## config.mk

```make
export PLATFORM = sky130hd
export DESIGN_NAME = anemometer_pulse_speed_meter
export DESIGN_NICKNAME = d
export VERILOG_FILES = /design/src/aspm_pkg.sv /design/src/aspm_ctrl.sv /design/src/aspm_dp.sv /design/src/anemometer_pulse_speed_meter.sv
export SDC_FILE = /design/constraint.sdc
export NUM_CORES = 2
export LEC_CHECK = 0
export BUFFER_PORTS_ARGS = -buffer_cell sky130_fd_sc_hd__buf_2
export CELL_PAD_IN_SITES_DETAIL_PLACEMENT = 1
export CELL_PAD_IN_SITES_GLOBAL_PLACEMENT = 2
export CORE_MARGIN = 1
export CORE_UTILIZATION = 39
export DETAILED_ROUTE_END_ITERATION = 10
export PLACE_DENSITY = 0.84
export SLEW_MARGIN = 25
export SYNTH_ARGS = -nofsm -noshare
export SYNTH_HDL_FRONTEND = slang
export SYNTH_HIERARCHICAL = 1
export SYNTH_SLANG_ARGS = --single-unit
```

## constraint.sdc

```tcl
create_clock -name clk -period 7.1 [get_ports clk]
set_input_delay 1.42 -clock clk [delete_from_list [all_inputs] [get_ports clk]]
set_output_delay 1.42 -clock clk [all_outputs]
set_load 0.02 [all_outputs]
```

## src/aspm_pkg.sv

```systemverilog
// ----------------------------------------------------------------------------
// aspm_pkg
// Shared types and constants for the anemometer pulse speed meter: item
// layouts, command and register codes, and the controller/datapath link.
// ----------------------------------------------------------------------------
package aspm_pkg;

	// field widths
	localparam int TIME_W   = 32;
	localparam int COUNT_W  = 32;
	localparam int SPEED_W  = 32;
	localparam int LOCK_W   = 16;
	localparam int CPP_W    = 8;
	localparam int SCALE_W  = 24;
	localparam int PROD_W   = COUNT_W + SCALE_W;
	localparam int CFG_IDX_W  = 2;
	localparam int CFG_DATA_W = 24;

	// divider sizing: one quotient bit per step
	localparam int DIV_STEPS = SPEED_W;
	localparam int DIV_CNT_W = $clog2(DIV_STEPS);

	localparam logic [SPEED_W-1:0] SPEED_SAT = '1;

	// reset values of the configuration registers
	localparam logic [LOCK_W-1:0]  LOCKOUT_RST = LOCK_W'(50);
	localparam logic [CPP_W-1:0]   CPP_RST     = CPP_W'(3);
	localparam logic [SCALE_W-1:0] SCALE_RST   = SCALE_W'(20000);

	// command codes
	localparam logic [1:0] CMD_START = 2'd0;
	localparam logic [1:0] CMD_PULSE = 2'd1;
	localparam logic [1:0] CMD_READ  = 2'd2;

	// configuration register indexes
	localparam logic [CFG_IDX_W-1:0] REG_LOCKOUT = 2'd0;
	localparam logic [CFG_IDX_W-1:0] REG_CPP     = 2'd1;
	localparam logic [CFG_IDX_W-1:0] REG_SCALE   = 2'd2;

	typedef struct packed {
		logic [1:0]        command;
		logic [TIME_W-1:0] time_ms;
	} in_item_t;

	typedef struct packed {
		logic [SPEED_W-1:0] avg_speed;
		logic [SPEED_W-1:0] peak_speed;
		logic [COUNT_W-1:0] total_clicks;
		logic               click_accepted;
		logic               zero_interval;
	} out_item_t;

	// controller to datapath
	typedef struct packed {
		logic load_item;
		logic eval;
		logic mul;
		logic div_init;
		logic div_step;
		logic apply;
		logic load_out;
	} dp_cmd_t;

	// datapath to controller
	typedef struct packed {
		logic need_speed;
		logic saturate;
	} dp_status_t;

endpackage

```

## src/aspm_ctrl.sv

```systemverilog
// ----------------------------------------------------------------------------
// aspm_ctrl
// Speed meter sequencer: takes one item at a time, steps the datapath through
// evaluate, multiply, divide and apply (when a speed is needed), result load.
// ----------------------------------------------------------------------------
module aspm_ctrl (
	input  logic                 clk,
	input  logic                 arst_n,
	input  logic                 in_valid,
	output logic                 in_stall,
	output logic                 out_valid,
	input  logic                 out_stall,
	input  aspm_pkg::dp_status_t status,
	output aspm_pkg::dp_cmd_t    cmd
);
	import aspm_pkg::*;

	typedef enum logic [2:0] {
		S_IDLE,
		S_EVAL,
		S_MUL,
		S_DIV_INIT,
		S_DIV,
		S_APPLY,
		S_DONE
	} state_t;

	state_t                 state_q;
	logic [DIV_CNT_W-1:0]   cnt_q;
	logic                   out_valid_q;
	logic                   out_free;
	logic                   div_last;

	assign out_free  = !out_valid_q || !out_stall;
	assign div_last  = (cnt_q == DIV_CNT_W'(DIV_STEPS - 1));
	assign in_stall  = (state_q != S_IDLE);
	assign out_valid = out_valid_q;

	// datapath commands decoded from state
	always_comb begin
		cmd = '0;
		case (state_q)
			S_IDLE:     cmd.load_item = in_valid;
			S_EVAL:     cmd.eval      = 1'b1;
			S_MUL:      cmd.mul       = 1'b1;
			S_DIV_INIT: cmd.div_init  = 1'b1;
			S_DIV:      cmd.div_step  = 1'b1;
			S_APPLY:    cmd.apply     = 1'b1;
			S_DONE:     cmd.load_out  = out_free;
			default:    cmd = '0;
		endcase
	end

	// state, step counter and output valid
	always_ff @(posedge clk or negedge arst_n) begin
		if (!arst_n) begin
			state_q     <= S_IDLE;
			cnt_q       <= '0;
			out_valid_q <= 1'b0;
		end else begin
			// result valid: set on load, cleared when taken
			if ((state_q == S_DONE) && out_free)
				out_valid_q <= 1'b1;
			else if (out_valid_q && !out_stall)
				out_valid_q <= 1'b0;
			case (state_q)
				S_IDLE: begin
					if (in_valid)
						state_q <= S_EVAL;
				end
				S_EVAL: begin
					state_q <= status.need_speed ? S_MUL : S_DONE;
				end
				S_MUL: begin
					state_q <= S_DIV_INIT;
				end
				S_DIV_INIT: begin
					cnt_q   <= '0;
					state_q <= status.saturate ? S_APPLY : S_DIV;
				end
				S_DIV: begin
					cnt_q <= cnt_q + 1'b1;
					if (div_last)
						state_q <= S_APPLY;
				end
				S_APPLY: begin
					state_q <= S_DONE;
				end
				S_DONE: begin
					if (out_free)
						state_q <= S_IDLE;
				end
				default: state_q <= S_IDLE;
			endcase
		end
	end

endmodule

```

## src/aspm_dp.sv

```systemverilog
// ----------------------------------------------------------------------------
// aspm_dp
// Datapath of the speed meter: configuration and click state, the 32x24
// multiplier, a radix-2 restoring divider and the result register.
// ----------------------------------------------------------------------------
module aspm_dp (
	input  logic                                 clk,
	input  logic                                 arst_n,
	input  aspm_pkg::in_item_t                   in_data,
	output aspm_pkg::out_item_t                  out_data,
	input  logic                                 cfg_we,
	input  logic [aspm_pkg::CFG_IDX_W-1:0]       cfg_index,
	input  logic [aspm_pkg::CFG_DATA_W-1:0]      cfg_data,
	input  aspm_pkg::dp_cmd_t                    cmd,
	output aspm_pkg::dp_status_t                 status
);
	import aspm_pkg::*;

	// configuration
	logic [LOCK_W-1:0]  lockout_q;
	logic [CPP_W-1:0]   cpp_q;
	logic [SCALE_W-1:0] scale_q;

	// meter state
	logic [COUNT_W-1:0] click_count_q;
	logic [TIME_W-1:0]  last_click_time_q;
	logic [TIME_W-1:0]  read_ref_time_q;
	logic [COUNT_W-1:0] read_ref_count_q;
	logic [TIME_W-1:0]  peak_ref_time_q;
	logic [COUNT_W-1:0] peak_ref_count_q;
	logic [SPEED_W-1:0] peak_value_q;
	logic [CPP_W-1:0]   csp_q;

	// per-item working registers
	in_item_t           item_q;
	logic [COUNT_W-1:0] clicks_q;
	logic [TIME_W-1:0]  elapsed_q;
	logic [PROD_W-1:0]  prod_q;
	logic [TIME_W-1:0]  rem_q;
	logic [SPEED_W-1:0] quot_q;
	logic               sat_q;
	logic               zero_q;
	logic               accepted_q;
	logic               is_read_q;
	logic               is_ckpt_q;
	logic [SPEED_W-1:0] peak_hold_q;
	out_item_t          out_q;

	// decode of the held item
	logic [TIME_W-1:0]  since_click;
	logic               click_ok;
	logic [COUNT_W-1:0] count_inc;
	logic [CPP_W:0]     csp_inc;
	logic               ckpt;
	logic               is_pulse;
	logic               is_read;
	logic [PROD_W-1:0]  prod_w;
	logic               sat_w;
	logic [TIME_W:0]    trial;
	logic [TIME_W:0]    trial_diff;
	logic               trial_ge;
	logic [SPEED_W-1:0] speed_w;

	assign is_pulse    = (item_q.command == CMD_PULSE);
	assign is_read     = (item_q.command == CMD_READ);
	assign since_click = item_q.time_ms - last_click_time_q;
	assign click_ok    = is_pulse && (since_click >= TIME_W'(lockout_q));
	assign count_inc   = click_count_q + 1'b1;
	assign csp_inc     = {1'b0, csp_q} + 1'b1;
	assign ckpt        = (csp_inc >= {1'b0, cpp_q});

	assign status.need_speed = (click_ok && ckpt) || is_read;

	// quotient overflows 32 bits when the upper product bits reach the divisor;
	// a zero divisor lands here too
	assign prod_w  = PROD_W'(clicks_q) * PROD_W'(scale_q);
	assign sat_w   = (TIME_W'(prod_q[PROD_W-1:SPEED_W]) >= elapsed_q);
	assign status.saturate = sat_w;

	// one restoring division step
	assign trial      = {rem_q, quot_q[SPEED_W-1]};
	assign trial_diff = trial - {1'b0, elapsed_q};
	assign trial_ge   = (trial >= {1'b0, elapsed_q});

	assign speed_w  = sat_q ? SPEED_SAT : quot_q;
	assign out_data = out_q;

	// configuration and meter state
	always_ff @(posedge clk or negedge arst_n) begin
		if (!arst_n) begin
			lockout_q         <= LOCKOUT_RST;
			cpp_q             <= CPP_RST;
			scale_q           <= SCALE_RST;
			click_count_q     <= '0;
			last_click_time_q <= '0;
			read_ref_time_q   <= '0;
			read_ref_count_q  <= '0;
			peak_ref_time_q   <= '0;
			peak_ref_count_q  <= '0;
			peak_value_q      <= '0;
			csp_q             <= '0;
		end else begin
			if (cfg_we) begin
				case (cfg_index)
					REG_LOCKOUT: lockout_q <= cfg_data[LOCK_W-1:0];
					REG_CPP:     cpp_q     <= cfg_data[CPP_W-1:0];
					REG_SCALE:   scale_q   <= cfg_data[SCALE_W-1:0];
					default:     ;
				endcase
			end
			if (cmd.eval) begin
				case (item_q.command)
					CMD_START: begin
						peak_ref_time_q <= item_q.time_ms;
						read_ref_time_q <= item_q.time_ms;
					end
					CMD_PULSE: begin
						if (click_ok) begin
							last_click_time_q <= item_q.time_ms;
							click_count_q     <= count_inc;
							if (ckpt) begin
								peak_ref_count_q <= count_inc;
								peak_ref_time_q  <= item_q.time_ms;
								csp_q            <= '0;
							end else begin
								csp_q <= csp_inc[CPP_W-1:0];
							end
						end
					end
					CMD_READ: begin
						read_ref_count_q <= click_count_q;
						read_ref_time_q  <= item_q.time_ms;
						peak_value_q     <= '0;
					end
					default: ;
				endcase
			end
			// running peak at a checkpoint
			if (cmd.apply && is_ckpt_q && (speed_w > peak_value_q))
				peak_value_q <= speed_w;
		end
	end

	// working registers, no reset needed
	always_ff @(posedge clk) begin
		if (cmd.load_item)
			item_q <= in_data;
		if (cmd.eval) begin
			accepted_q  <= click_ok;
			is_read_q   <= is_read;
			is_ckpt_q   <= click_ok && ckpt;
			zero_q      <= 1'b0;
			peak_hold_q <= peak_value_q;
			if (is_read) begin
				clicks_q  <= click_count_q - read_ref_count_q;
				elapsed_q <= item_q.time_ms - read_ref_time_q;
			end else begin
				clicks_q  <= count_inc - peak_ref_count_q;
				elapsed_q <= item_q.time_ms - peak_ref_time_q;
			end
		end
		if (cmd.mul)
			prod_q <= prod_w;
		if (cmd.div_init) begin
			sat_q  <= sat_w;
			zero_q <= (elapsed_q == '0);
			rem_q  <= TIME_W'(prod_q[PROD_W-1:SPEED_W]);
			quot_q <= prod_q[SPEED_W-1:0];
		end
		if (cmd.div_step) begin
			rem_q  <= trial_ge ? trial_diff[TIME_W-1:0] : trial[TIME_W-1:0];
			quot_q <= {quot_q[SPEED_W-2:0], trial_ge};
		end
		if (cmd.load_out) begin
			out_q.avg_speed      <= is_read_q ? speed_w : '0;
			out_q.peak_speed     <= is_read_q ? peak_hold_q : peak_value_q;
			out_q.total_clicks   <= click_count_q;
			out_q.click_accepted <= accepted_q;
			out_q.zero_interval  <= zero_q;
		end
	end

endmodule

```

## src/anemometer_pulse_speed_meter.sv

```systemverilog
// ----------------------------------------------------------------------------
// anemometer_pulse_speed_meter
// Counts debounced anemometer clicks and reports average and peak speed.
// ----------------------------------------------------------------------------
// Flow: start, ignored or plain pulse items go from accept through evaluate to
// result load; a speed adds multiply, divider init, the 32-step radix-2 divide
// and apply, with the divide skipped when it saturates. One item at a time: the
// next is accepted once the result loads, which waits while the output stalls.
// Reset: asynchronous, clears all counts, references and peak, loads the
// default lockout, checkpoint spacing and scale; no clearing pass.
module anemometer_pulse_speed_meter (
	input  logic                               clk,
	input  logic                               arst_n,
	input  logic                               in_valid,
	output logic                               in_stall,
	input  aspm_pkg::in_item_t                 in_data,
	output logic                               out_valid,
	input  logic                               out_stall,
	output aspm_pkg::out_item_t                out_data,
	input  logic                               cfg_valid,
	output logic                               cfg_ready,
	input  logic [aspm_pkg::CFG_IDX_W-1:0]     cfg_index,
	input  logic [aspm_pkg::CFG_DATA_W-1:0]    cfg_data
);
	import aspm_pkg::*;

	dp_cmd_t    cmd;
	dp_status_t status;

	assign cfg_ready = 1'b1;

	// sequencer
	aspm_ctrl u_ctrl (
		.clk       (clk),
		.arst_n    (arst_n),
		.in_valid  (in_valid),
		.in_stall  (in_stall),
		.out_valid (out_valid),
		.out_stall (out_stall),
		.status    (status),
		.cmd       (cmd)
	);

	// datapath
	aspm_dp u_dp (
		.clk       (clk),
		.arst_n    (arst_n),
		.in_data   (in_data),
		.out_data  (out_data),
		.cfg_we    (cfg_valid && cfg_ready),
		.cfg_index (cfg_index),
		.cfg_data  (cfg_data),
		.cmd       (cmd),
		.status    (status)
	);

	// a zero interval always shows up as a saturated speed
	a_zero_sat: assert property (@(posedge clk) disable iff (!arst_n)
		out_valid && out_data.zero_interval |->
			(out_data.avg_speed == SPEED_SAT) || (out_data.peak_speed == SPEED_SAT))
		else $error("zero interval without saturated speed");

	// a counted click never carries an average
	a_click_no_avg: assert property (@(posedge clk) disable iff (!arst_n)
		out_valid && out_data.click_accepted |-> (out_data.avg_speed == '0))
		else $error("average reported on a click item");

	// an accepted item keeps the input stalled while it is worked on
	a_busy_after_accept: assert property (@(posedge clk) disable iff (!arst_n)
		in_valid && !in_stall |=> in_stall)
		else $error("input not stalled after accept");

	// result load only happens when the output register is free
	a_no_overwrite: assert property (@(posedge clk) disable iff (!arst_n)
		cmd.load_out |-> (!out_valid || !out_stall))
		else $error("result register overwritten while held");

endmodule

```

==> impl_metrics.toml <==
[logic_synthesis]
synth_edf_count = 353
ys_ff_latch = 642
yosys_warnings = 6
synth_fp_nets = 7036
async_flop_share_pct = 45.0
synth_area_per_cell_um2 = 10.1
synth_cell_types = 89
synth_seq_area_share_pct = 30.0
synth_area_um2 = 59500
synth_cells = 5886
synthFlopType = "edfxtp_1"

[die]
die_width_um = 393
die-area_um2 = 154000
io_pins = 166
fp.dieH_um = 393
initial_core_util_pct = 39.2
core.rowCount = 143
fp.coreArea_um2 = 152000

[run_status]
violations = "negative setup slack"
outcome = "complete, but fails checks"

[setup_path]
cp_max_fo = 6
crit_arrival_ns = 7.88
max_stage_delay_ns = 0.55
cp.buffers_inverters = 6
start_kind = "flip-flop"
critPathKind = "flip-flop to flip-flop"
cpMaxStageDelayCell = "fa_1"
rr_worst_depth = 26
end_kind = "flip-flop"
r2r-start = "u_dp/clicks_q[8]"
crit_end = "u_dp/prod_q[53]"
critPathMostFrequentCell = "fa_1"
critPathTopFamily = "adder cells"
critical_path_depth = 26
required_ns = 7.55
startpoint = "u_dp/clicks_q[8]"
r2r_slack_ns = -0.33
timing.rr.end = "u_dp/prod_q[53]"

[layout]
final_cells = 8342
fillCellCount = 17000
area_delta_synth_final_pct = 15.1
largest_reg_flops = 98
nNetsFinal = 7397
drive_above_1_share_pct = 16.5
multi_input_area_um2 = 37800
final-seq-area_um2 = 17800

[route]
wl_met1_mm = 77.5
via_count = 43700
dr.first_iter.drc_count = 2094
antenna_left = 0
wl_mm = 177
route.met2.wl_mm = 87.8
dr.pass1.iters = 5
wl_met3_mm = 6.86
drcViolationCount = 0
routed_via_density = 5.24
highest_layer = "met5"
wl_per_cell_um = 21.3

[cts]
cts_sinks = 642
clk_path_buf_depth = 3
cts_tree = "yes"
insertion_delay_ns = 0.71
hold_buffers = 0
htree_levels = 3
clk_pin_slew_ns = 0.06
numCtsBuffers = 77
clockRootBuffer = "clkbuf_16"

[sta]
finalCriticalPeriod_ns = 7.43
skew_ns = 0.0392
tightest_slew_ns = 1.00
finalHoldViolCount = 0
setup_viol = 14
max_freq_mhz = 135
final_max_slew_viol_count = 0
layout_setup_ws_ns = -0.332
fin_crit_sh_pct = 105
slew_headroom_pct = 33.2
whs_ns = 0.432
finalSetupTns_ns = -2.55
rsz0062_at_grt = "yes"

[placed_design]
dp_hpwl_mm = 140
routabilityCongestion = 0.881
io_buffers = 164
dp.cells = 8152
pre_cts_ws_ns = -0.819

[global_routing]
grtUsageTotal_pct = 23.4
grt_pass1_vias = 48600
grt_pass1_wl_mm = 279
antenna_found_initial = 8
globalRouteOverflowTotal = 0
grt_max_degree = 96

[worst_hold_path]
hp-class = "flip-flop to flip-flop"
hold_depth = 0

[run]
drv_cap = 0
==> stage by stage <==
stage / cell area (um^2) / utilization, %
2_1_floorplan: 59500 / -
3_3_place_gp: 64900 / 42.7
3_5_place_dp: 64900 / 42.8
4_1_cts: 68200 / 44.9
5_1_grt: 68500 / 45.2
6_report: 68500 / 45.2
==> final cells by class <==
type                            instances  share of cell area, %
Clock buffer                          105                   3.17
Multi-Input combinational cell       4080                   55.1
Antenna cell                            1                0.00365
Timing Repair Buffer                  528                   6.14
Inverter                              918                   5.03
Tap cell                             2030                   3.71
Sequential cell                       642                   26.1
Clock inverter                         38                  0.747
==> worst min-delay path by stage <==
stage	from	end	slack [ns]
after floorplan	u_dp/zero_q	u_dp/out_data[0]	0.40
after global placement	u_dp/zero_q	u_dp/out_data[0]	0.41
after detailed placement	u_dp/zero_q	u_dp/out_data[0]	0.43
after CTS	u_dp/peak_value_q[25]	u_dp/peak_hold_q[25]	0.41
after global routing	u_dp/peak_value_q[25]	u_dp/peak_hold_q[25]	0.44
final	u_dp/peak_value_q[25]	u_dp/peak_hold_q[25]	0.43
==> placed cells by master (no fill, tap or decap), types with 45 or more instances in the layout <==
master	Yosys	layout
inv_1	918	906
fa_1	663	655
nand2_1	598	587
and2_1	432	430
ha_1	422	412
edfxtp_1	353	353
buf_4	2	305
dfrtp_1	279	276
a21oi_1	281	264
mux2_2	226	226
nor2_1	194	192
o21ai_0	208	192
buf_2	18	163
xnor2_1	145	142
a21o_1	103	102
xor2_1	92	92
clkbuf_16	0	81
nand3_1	63	63
o21a_1	47	47
mux2i_1	45	45
==> per-layer routing <==
metal  global-route usage (%)  up-vias
met3                     3.05      276
li1                         -    20000
met1                     30.5    22700
met4                     6.58        6
met2                     40.4      793
met5                        0        -
==> logic make-up after synthesis <==
| kind of cell | synth area share, % |
|---|---|
| AOI/OAI and AO/OA | 9.01 |
| xor gates and xnor gates | 3.49 |
| adders and majority gates | 31.2 |
| buffers and inverters | 7.40 |
| DFF | 30.0 |
| muxes | 5.60 |
| other | 0.00630 |
| and+or+nand+nor | 13.4 |
==> Yosys cell counts (43+ instances only) <==
library cell / n / area share (%)
a21o_1: 103 / 1.3
a21oi_1: 281 / 2.4
and2_1: 432 / 4.5
clkbuf_1: 217 / 1.4
dfrtp_1: 279 / 12
edfxtp_1: 353 / 18
fa_1: 663 / 22
ha_1: 422 / 8.9
inv_1: 918 / 5.8
mux2_2: 226 / 4.3
mux2i_1: 45 / 0.76
nand2_1: 598 / 3.8
nand3_1: 63 / 0.53
nand4_1: 43 / 0.45
nor2_1: 194 / 1.2
o21a_1: 47 / 0.59
o21ai_0: 208 / 1.7
xnor2_1: 145 / 2.1
xor2_1: 92 / 1.4
==> timing repair <==
action	in CTS	in global routing
pin swaps	50	51
setup buffers	30	13
endpoints found under the setup margin	22	24
gates resized for setup	63	60
gates cloned	1	2
Power is left out: the tool's default activity adds up to more than one toggle a clock period on the data nets, which glitch-free logic cannot reach.
